--- src/hdl/sync_length_sum_frame_parser_macros.svh ---
// Assertion macros used by the parser RTL.
`ifndef SYNC_LENGTH_SUM_FRAME_PARSER_MACROS_SVH
`define SYNC_LENGTH_SUM_FRAME_PARSER_MACROS_SVH

// Checked on every aclk edge outside reset.
`define SLS_ASSERT(lbl, prop, msg) \
    lbl: assert property (@(posedge aclk) disable iff (!aresetn) prop) else $error(msg);

// Checked on every aclk edge, reset included.
`define SLS_ASSERT_ALWAYS(lbl, prop, msg) \
    lbl: assert property (@(posedge aclk) prop) else $error(msg);

`endif

--- src/hdl/sls_pkg.sv ---
package sls_pkg;

    // Frame format
    localparam int unsigned HEADER_BYTES = 6;
    localparam int unsigned LEN_W        = 17;
    localparam int unsigned SUM_W        = 16;
    localparam int unsigned HSUM_W       = 11;
    localparam int unsigned PSUM_W       = 32;

    localparam logic [7:0]       SYNC_FIRST  = 8'hA5;
    localparam logic [7:0]       SYNC_SECOND = 8'h5A;
    localparam logic [LEN_W-1:0] CKSUM_BYTES = LEN_W'(2);
    localparam logic [LEN_W-1:0] MIN_FRAME   = LEN_W'(8);
    localparam logic [LEN_W-1:0] MAX_LEN_RST = LEN_W'(4096);

    // Header byte positions
    localparam logic [LEN_W-1:0] IDX_LEN_LOW  = LEN_W'(3);
    localparam logic [LEN_W-1:0] IDX_LEN_HIGH = LEN_W'(4);
    localparam logic [LEN_W-1:0] IDX_HDR_LAST = LEN_W'(HEADER_BYTES - 1);

    typedef enum logic [1:0] {
        PH_HUNT1,
        PH_HUNT2,
        PH_HEADER,
        PH_BODY
    } phase_t;

    typedef enum logic [1:0] {
        ST_GOOD      = 2'd0,
        ST_CKSUM_ERR = 2'd1,
        ST_OVERSIZE  = 2'd2,
        ST_SHORT     = 2'd3
    } status_t;

    // One byte held in the input register
    typedef struct packed {
        logic       vld;
        logic [7:0] rx_byte;
    } sls_item_t;

    typedef struct packed {
        status_t             status;
        logic [LEN_W-1:0]    frame_len;
        logic [PSUM_W-1:0]   payload_sum;
        logic [SUM_W-1:0]    rx_checksum;
    } sls_result_t;

endpackage

--- src/hdl/sls_in_stage.sv ---
module sls_in_stage
    import sls_pkg::*;
(
    input  logic       aclk,
    input  logic       aresetn,
    input  logic       s_tvalid,
    output logic       s_tready,
    input  logic [7:0] s_byte,
    input  logic       take,
    output sls_item_t  item
);

    logic       vld_reg, vld_next;
    logic [7:0] byte_reg;
    logic       s_xfer;

    // Register is free when empty or when the core consumes it this cycle
    assign s_tready = !vld_reg || take;
    assign s_xfer   = s_tvalid && s_tready;

    always_comb begin
        vld_next = vld_reg;
        if (s_xfer) begin
            vld_next = 1'b1;
        end else if (take) begin
            vld_next = 1'b0;
        end
    end

    always_ff @(posedge aclk) begin
        if (!aresetn) begin
            vld_reg <= 1'b0;
        end else begin
            vld_reg <= vld_next;
        end
    end

    always_ff @(posedge aclk) begin
        if (s_xfer) begin
            byte_reg <= s_byte;
        end
    end

    assign item.vld     = vld_reg;
    assign item.rx_byte = byte_reg;

endmodule

--- src/hdl/sls_core.sv ---
`include "sync_length_sum_frame_parser_macros.svh"

module sls_core
    import sls_pkg::*;
(
    input  logic             aclk,
    input  logic             aresetn,
    input  sls_item_t        item,
    output logic             take,
    input  logic [LEN_W-1:0] max_frame_len,
    output logic             m_tvalid,
    input  logic             m_tready,
    output sls_result_t      m_result
);

    phase_t              phase_reg, phase_next;
    logic [LEN_W-1:0]    byte_index_reg, byte_index_next;
    logic [LEN_W-1:0]    frame_total_reg, frame_total_next;
    logic [SUM_W-1:0]    running_sum_reg, running_sum_next;
    logic [HSUM_W-1:0]   header_sum_reg, header_sum_next;
    logic [7:0]          length_low_reg, length_low_next;
    logic [7:0]          checksum_low_reg, checksum_low_next;
    logic                out_valid_reg;
    sls_result_t         out_data_reg;

    logic                emit;
    sls_result_t         result;
    logic [7:0]          b;
    logic [LEN_W-1:0]    body_end;
    logic [LEN_W-1:0]    index_inc;
    logic [SUM_W-1:0]    ck_word;

    assign b         = item.rx_byte;
    assign body_end  = frame_total_reg - CKSUM_BYTES;
    assign index_inc = byte_index_reg + LEN_W'(1);
    assign ck_word   = {b, checksum_low_reg};

    // Result of the current byte, if it closes a frame or rejects a header
    always_comb begin
        emit   = 1'b0;
        result = '0;
        case (phase_reg)
            PH_HEADER: begin
                if (byte_index_reg == IDX_HDR_LAST) begin
                    result.frame_len = frame_total_reg;
                    if (frame_total_reg > max_frame_len) begin
                        emit          = 1'b1;
                        result.status = ST_OVERSIZE;
                    end else if (frame_total_reg < MIN_FRAME) begin
                        emit          = 1'b1;
                        result.status = ST_SHORT;
                    end
                end
            end
            PH_BODY: begin
                if (byte_index_reg > body_end) begin
                    emit               = 1'b1;
                    result.status      = (ck_word == running_sum_reg) ? ST_GOOD : ST_CKSUM_ERR;
                    result.frame_len   = frame_total_reg;
                    result.rx_checksum = ck_word;
                    result.payload_sum = PSUM_W'(ck_word) - PSUM_W'(header_sum_reg);
                end
            end
            default: begin
                emit = 1'b0;
            end
        endcase
    end

    // A byte that yields a result waits for a free result register
    assign take = item.vld && (!emit || !out_valid_reg || m_tready);

    // Next parser state
    always_comb begin
        phase_next        = phase_reg;
        byte_index_next   = byte_index_reg;
        frame_total_next  = frame_total_reg;
        running_sum_next  = running_sum_reg;
        header_sum_next   = header_sum_reg;
        length_low_next   = length_low_reg;
        checksum_low_next = checksum_low_reg;
        case (phase_reg)
            PH_HUNT1: begin
                if (b == SYNC_FIRST) begin
                    running_sum_next = SUM_W'(b);
                    header_sum_next  = HSUM_W'(b);
                    byte_index_next  = LEN_W'(1);
                    phase_next       = PH_HUNT2;
                end
            end
            PH_HUNT2: begin
                if (b != SYNC_SECOND) begin
                    phase_next       = PH_HUNT1;
                    byte_index_next  = '0;
                    running_sum_next = '0;
                    header_sum_next  = '0;
                end else begin
                    running_sum_next = running_sum_reg + SUM_W'(b);
                    header_sum_next  = header_sum_reg + HSUM_W'(b);
                    byte_index_next  = LEN_W'(2);
                    phase_next       = PH_HEADER;
                end
            end
            PH_HEADER: begin
                running_sum_next = running_sum_reg + SUM_W'(b);
                header_sum_next  = header_sum_reg + HSUM_W'(b);
                byte_index_next  = index_inc;
                if (byte_index_reg == IDX_LEN_LOW) begin
                    length_low_next = b;
                end else if (byte_index_reg == IDX_LEN_HIGH) begin
                    frame_total_next = LEN_W'({b, length_low_reg}) + CKSUM_BYTES;
                end
                if (byte_index_reg == IDX_HDR_LAST) begin
                    if (emit) begin
                        phase_next       = PH_HUNT1;
                        byte_index_next  = '0;
                        running_sum_next = '0;
                        header_sum_next  = '0;
                    end else begin
                        phase_next = PH_BODY;
                    end
                end
            end
            PH_BODY: begin
                if (byte_index_reg < body_end) begin
                    running_sum_next = running_sum_reg + SUM_W'(b);
                    byte_index_next  = index_inc;
                end else if (byte_index_reg == body_end) begin
                    checksum_low_next = b;
                    byte_index_next   = index_inc;
                end else begin
                    phase_next       = PH_HUNT1;
                    byte_index_next  = '0;
                    running_sum_next = '0;
                    header_sum_next  = '0;
                end
            end
            default: begin
                phase_next       = PH_HUNT1;
                byte_index_next  = '0;
                running_sum_next = '0;
                header_sum_next  = '0;
            end
        endcase
    end

    always_ff @(posedge aclk) begin
        if (!aresetn) begin
            phase_reg        <= PH_HUNT1;
            byte_index_reg   <= '0;
            frame_total_reg  <= '0;
            running_sum_reg  <= '0;
            header_sum_reg   <= '0;
            length_low_reg   <= '0;
            checksum_low_reg <= '0;
        end else if (take) begin
            phase_reg        <= phase_next;
            byte_index_reg   <= byte_index_next;
            frame_total_reg  <= frame_total_next;
            running_sum_reg  <= running_sum_next;
            header_sum_reg   <= header_sum_next;
            length_low_reg   <= length_low_next;
            checksum_low_reg <= checksum_low_next;
        end
    end

    // Result register
    always_ff @(posedge aclk) begin
        if (!aresetn) begin
            out_valid_reg <= 1'b0;
        end else if (take && emit) begin
            out_valid_reg <= 1'b1;
        end else if (m_tready) begin
            out_valid_reg <= 1'b0;
        end
    end

    always_ff @(posedge aclk) begin
        if (take && emit) begin
            out_data_reg <= result;
        end
    end

    assign m_tvalid = out_valid_reg;
    assign m_result = out_data_reg;

    `SLS_ASSERT(a_no_overwrite, (item.vld && emit && out_valid_reg && !m_tready) |-> !take, "result overwritten while stalled")
    `SLS_ASSERT(a_emit_loads, (take && emit) |=> out_valid_reg, "emitted result not registered")
    `SLS_ASSERT(a_body_bounds, (phase_reg == PH_BODY) |-> (frame_total_reg >= MIN_FRAME && byte_index_reg < frame_total_reg), "body index out of frame")
    `SLS_ASSERT(a_len_err_zero, (out_valid_reg && (out_data_reg.status == ST_OVERSIZE || out_data_reg.status == ST_SHORT)) |-> (out_data_reg.payload_sum == '0 && out_data_reg.rx_checksum == '0), "length error carries checksum fields")
    `SLS_ASSERT_ALWAYS(a_reset_idle, !aresetn |=> (!out_valid_reg && phase_reg == PH_HUNT1), "not idle after reset")

endmodule

--- src/hdl/sync_length_sum_frame_parser.sv ---
// Frame parser for a byte stream: hunts for the sync pair A5 5A, reads a
// four-byte rest of header whose bytes 3 and 4 hold a little-endian length L
// (frame length L + 2), sums every byte but the trailing two modulo 2^16 and
// checks that sum against the little-endian checksum word at the frame end.
// One status transaction leaves per frame or per rejected header: good,
// checksum mismatch, oversize (L + 2 above max_frame_len) or short (below 8);
// a bad second sync byte is dropped silently. The block takes one byte per
// clock while no closing byte waits on the result register; a byte passes
// an input register and then the parser logic into the result register,
// which raises m_tvalid for a byte that closes a frame or rejects a header.
// While a result waits on m_tready, bytes that produce no result keep flowing;
// only a byte that closes a frame or rejects a header waits.
// max_frame_len resets to 4096 and is written over the cfg channel, which is
// always ready. m_tuser carries the status code, m_tdata the other fields.
module sync_length_sum_frame_parser
    import sls_pkg::*;
(
    input  logic        aclk,
    input  logic        aresetn,
    // input bytes
    input  logic        s_tvalid,
    output logic        s_tready,
    input  logic [7:0]  s_tdata,    // [7:0] rx_byte
    // results
    output logic        m_tvalid,
    input  logic        m_tready,
    output logic [71:0] m_tdata,    // [16:0] frame_len, [48:17] payload_sum,
                                    // [64:49] rx_checksum, [71:65] zero
    output logic [1:0]  m_tuser,    // [1:0] status
    // max_frame_len register write
    input  logic        cfg_valid,
    output logic        cfg_ready,
    input  logic [16:0] cfg_data    // [16:0] max_frame_len
);

    logic [LEN_W-1:0] max_frame_len_reg;
    sls_item_t        item;
    logic             take;
    sls_result_t      res;

    // Configuration register
    assign cfg_ready = 1'b1;

    always_ff @(posedge aclk) begin
        if (!aresetn) begin
            max_frame_len_reg <= MAX_LEN_RST;
        end else if (cfg_valid && cfg_ready) begin
            max_frame_len_reg <= cfg_data;
        end
    end

    sls_in_stage u_in_stage (
        .aclk     (aclk),
        .aresetn  (aresetn),
        .s_tvalid (s_tvalid),
        .s_tready (s_tready),
        .s_byte   (s_tdata),
        .take     (take),
        .item     (item)
    );

    sls_core u_core (
        .aclk          (aclk),
        .aresetn       (aresetn),
        .item          (item),
        .take          (take),
        .max_frame_len (max_frame_len_reg),
        .m_tvalid      (m_tvalid),
        .m_tready      (m_tready),
        .m_result      (res)
    );

    // Pack result fields
    assign m_tuser = res.status;
    assign m_tdata = {7'd0, res.rx_checksum, res.payload_sum, res.frame_len};

endmodule
--- config.mk ---
export PLATFORM = sky130hd
export DESIGN_NAME = sync_length_sum_frame_parser
export DESIGN_NICKNAME = d
export VERILOG_FILES = /design/src/hdl/sls_pkg.sv /design/src/hdl/sls_in_stage.sv /design/src/hdl/sls_core.sv /design/src/hdl/sync_length_sum_frame_parser.sv
export VERILOG_INCLUDE_DIRS = /design/src /design/src/hdl
export SDC_FILE = /design/constraint.sdc
export NUM_CORES = 1
export LEC_CHECK = 0
export ABC_AREA = 1
export CAP_MARGIN = 20
export CORE_MARGIN = 3
export CORE_UTILIZATION = 50
export DETAILED_ROUTE_END_ITERATION = 8
export DONT_BUFFER_PORTS = 1
export PLACE_DENSITY_LB_ADDON = 0.08
export RECOVER_POWER = 50
export SYNTH_ARGS = -nofsm -noshare
export SYNTH_HDL_FRONTEND = slang
export SYNTH_SLANG_ARGS = --single-unit
--- constraint.sdc ---
create_clock -name aclk -period 5.15 [get_ports aclk]
set_clock_uncertainty 0.1 [all_clocks]
set_input_delay 0.2575 -clock aclk [delete_from_list [all_inputs] [get_ports aclk]]
set_output_delay 0.2575 -clock aclk [all_outputs]
set_load 0.02 [all_outputs]
==> impl_table.tex <==
\begin{tabular}{lr}
\hline
Metric & Value \\
\hline
\multicolumn{2}{l}{\textbf{Clock tree}} \\
TritonCTS clock tree & built \\
Clk Tree Root Cell & clkbuf\_16 \\
Sinks on the clock net & 158 \\
Number of H-tree levels & 4 \\
Clock slew at the register clock pins of the worst setup and hold paths & 0.07 ns \\
Post-CTS resize count & 0 \\
Clock latency on the worst-skew pair & 0.43 ns \\
Cts hold-fix bufs & 28 \\
Number of CTS-inserted buffers & 17 \\
Post-CTS Setup Repair Bufs & 0 \\
Maximum clock path buffer count & 2 \\
\multicolumn{2}{l}{\textbf{Global route}} \\
Via count of the first global-routing pass & 7399 \\
Total congestion overflow after global routing & 0 \\
Global Route Usage Sum & 23.21\% \\
Number of antenna violations at the first check in global routing & 0 \\
Pin count of the biggest net entering global routing & 54 \\
First-pass GRT wire length & 39480 um \\
\multicolumn{2}{l}{\textbf{Routing}} \\
Met2 wirelength from detailed routing & 10590 um \\
Highest metal layer used by the detailed router & met4 \\
Wire length after detailed routing & 24800 um \\
Iter 0 DRT Violations & 718 \\
Met3 wire len & 1108 um \\
Drt via density & 5.248 \\
Wire length on met1 & 12800 um \\
\# DRC & 0 \\
First-pass iteration count of the detailed router & 5 \\
Final routed wire length divided by cell count & 15.95 um \\
Remaining number of nets flagged by the antenna check after routing & 0 \\
Via total after detailed routing & 8161 \\
\multicolumn{2}{l}{\textbf{Synthesis}} \\
Yosys warns & 0 \\
Flip-flop and latch count after synthesis & 158 \\
Number of flops mapped to enable cells by yosys & 60 \\
Largest area contributor in the netlist & dfxtp\_1 \\
Ranking of synthesized cells by area & dfxtp\_1, edfxtp\_1, nand2\_1 \\
Cell area after synthesis & 9763 sq um \\
Instance count of the mapped netlist & 1278 \\
Sequential-to-total area share from yosys stat & 38.55\% \\
Most instantiated flip-flop cell in the synthesis netlist & dfxtp\_1 \\
Distinct cell type count after synthesis & 54 \\
Most repeated cell in the gate-level netlist after synthesis & nand2\_1 \\
Syn avg cell area & 7.639 sq um \\
Area fraction of the dominant cell type after synthesis & 20.09\% \\
Most frequent cells after synthesis & nand2\_1, nor2\_1, inv\_1 \\
FFs w/ async S/R, synth & 0\% \\
\multicolumn{2}{l}{\textbf{Die}} \\
Die Width & 145.7 um \\
Floorplan row count & 50 \\
Standard cell core area & 18960 sq um \\
Initial core utilization & 51.50\% \\
Floorplan die height & 145.7 um \\
Ports & 107 \\
Die area & 21240 sq um \\
\multicolumn{2}{l}{\textbf{STA}} \\
Fin crit share & 89.65\% \\
Setup TNS & 0 ns \\
Final Max Tran Viols & 57 \\
Headroom to the max-slew limit & -30.02\% \\
Final setup viols & 0 \\
Post-layout minimum cycle time & 4.617 ns \\
Worst Tran Pin Value & 1.948 ns \\
Upper clock frequency limit & 216.6 MHz \\
Post-route setup slack & 0.5332 ns \\
Number of endpoints with negative hold slack in the final report & 0 \\
RSZ-0062 raised after global routing & false \\
\multicolumn{2}{l}{\textbf{Finish}} \\
Area of the multi-input gates & 5059 sq um \\
Post-route design area & 10730 sq um \\
Diodes inserted & 0 \\
Flip-flop count of the largest register, all copies and words added & 52 \\
Layout Utilization & 56.58\% \\
Number of nets in the final layout & 1381 \\
Proportion of layout cells with a drive suffix above 1 & 7.181\% \\
Sequential cell area & 3764 sq um \\
Layout overhead on the synthesized area & 9.855\% \\
Layout filler cell count & 1835 \\
\multicolumn{2}{l}{\textbf{Status}} \\
Outcome & finished, violations left \\
Violated checks & capacitance limit, slew limit \\
\multicolumn{2}{l}{\textbf{Place}} \\
Pre-CTS setup slack & 0.6902 ns \\
Dpl cell area & 9853 sq um \\
Final Wtd Congestion & 0.9111 \\
IO Port Bufs & 0 \\
Placed wire-length estimate & 18010 um \\
\multicolumn{2}{l}{\textbf{Critical path}} \\
Worst Path Required & 5.13 ns \\
Largest delay contributor family on the critical path & simple AND/OR/NAND/NOR gates \\
Sort of element at the end of the critical path & flip-flop \\
Cell Chain, Critical Path & inv\_1 -> nand3\_1 -> nor3\_1 -> nand4\_1 -> nor3\_1 -> nand3\_1 -> nor3\_1 -> xor2\_1 -> ha\_1 -> nand2\_2 -> inv\_1 -> nand2\_1 -> nand2\_1 -> a21oi\_1 -> nand3\_1 -> nand3\_2 -> nand3\_4 -> nand2\_4 -> nand2\_2 -> inv\_2 -> nand2\_1 -> inv\_2 -> buf\_4 \\
Stage delay of the slowest cell on the critical path & 0.37 ns \\
Arrival time of the worst setup path & 4.60 ns \\
Register-to-register path setup slack & 0.53 ns \\
WS Path Type & reg -> reg \\
Critical path peak fanout & 33 \\
Cell with the largest stage delay on the worst path & buf\_4 \\
Number of buffer and inverter instances along the worst setup path & 5 \\
Kind of start point of the critical path & flip-flop \\
\multicolumn{2}{l}{\textbf{Pwr}} \\
Lkg Pwr & 4.483 nW \\
Peak VDD IR & 214.7 uV \\
Pwr Density & 263.4 nW/um\^{}2 \\
\multicolumn{2}{l}{\textbf{Worst hold path}} \\
Hold Crit Class & in -> reg \\
\multicolumn{2}{l}{\textbf{Flow run}} \\
MaxCap Viol Count & 3 \\
\hline
\end{tabular}
-- power by group --
group	leakage [nW]	switching [mW]	internal (mW)
logic	2.95	0.0988	0.0552
clock network	0.299	0.550	0.788
registers	1.23	0.0283	1.30
-- layer usage --
layer,vias up,track usage [%]
met1,3763,34.82
met2,185,34.94
met5,-,0
met3,24,4.049
met4,0,5.413
li1,4189,-
-- layout make-up --
class,instances,area share (%)
Inverter,158,5.530
Sequential cell,158,35.09
Clock buffer,19,4.130
Timing Repair Buffer,39,3.406
Tap cell,260,3.033
Clock inverter,13,1.645
Multi-Input combinational cell,908,47.17
-- placed cells by master, fill, tap and decap left out, types with 9 or more instances in the layout --
cell type and count:
inv_2 11, o21ai_1 13, inv_1 143, nor3_1 24, nor3b_1 13, o21ai_0 54
xor2_1 51, dfxtp_1 98, a21oi_1 103, nand4_1 34, nand2_2 11, clkbuf_16 17
dlygate4sd3_1 27, edfxtp_1 60, nand2_1 239, nand3_1 48, nor2_1 178, buf_4 9
ha_1 66
-- stage by stage --
stage	total power, mW	hold slack (ns)	cells
after detailed placement	1.489	0.2564	1495
after floorplan	1.458	0.2564	1284
after global placement	1.488	0.2564	1495
after CTS	2.854	0.02405	1555
final	2.825	0.04339	1555
after global routing	2.925	0.04491	1555
-- worst register-to-register path, cell delays in order, from the launching register on --
cell and delay [ns]:
dfxtp_1 0.36, inv_1 0.11, nand3_1 0.12, nor3_1 0.34
nand4_1 0.22, nor3_1 0.30, nand3_1 0.17, nor3_1 0.20
xor2_1 0.17, ha_1 0.28, nand2_2 0.11, inv_1 0.04
nand2_1 0.05, nand2_1 0.04, a21oi_1 0.14, nand3_1 0.23
nand3_2 0.16, nand3_4 0.10, nand2_4 0.09, nand2_2 0.07
inv_2 0.30, nand2_1 0.11, inv_2 0.07, buf_4 0.37
-- cell families (layout without fill, tap and decap cells) --
family	Yosys count	after routing	synth area share (%)
AND/OR/NAND/NOR	578	578	26.44
flip-flops	158	158	38.55
adder cells (fa/ha/maj)	69	69	9.073
XOR/XNOR	58	58	5.203
AO/OA/AOI/OAI	195	195	10.97
buffers and inverters	218	229	9.688
other	2	8	0.07692
-- path summary, 6_finish.rpt --
check                                                from                        end  depth (start not counted)
worst max-delay path            u_core.frame_total_reg[3]         u_core.m_result[5]                         23
worst min-delay path                              aresetn  u_core.frame_total_reg[7]                          3
worst max register to register  u_core.frame_total_reg[3]         u_core.m_result[5]                         23
worst min register to register      max_frame_len_reg[15]      max_frame_len_reg[15]                          2
No activity file was read; power rests on OpenSTA's default activity.
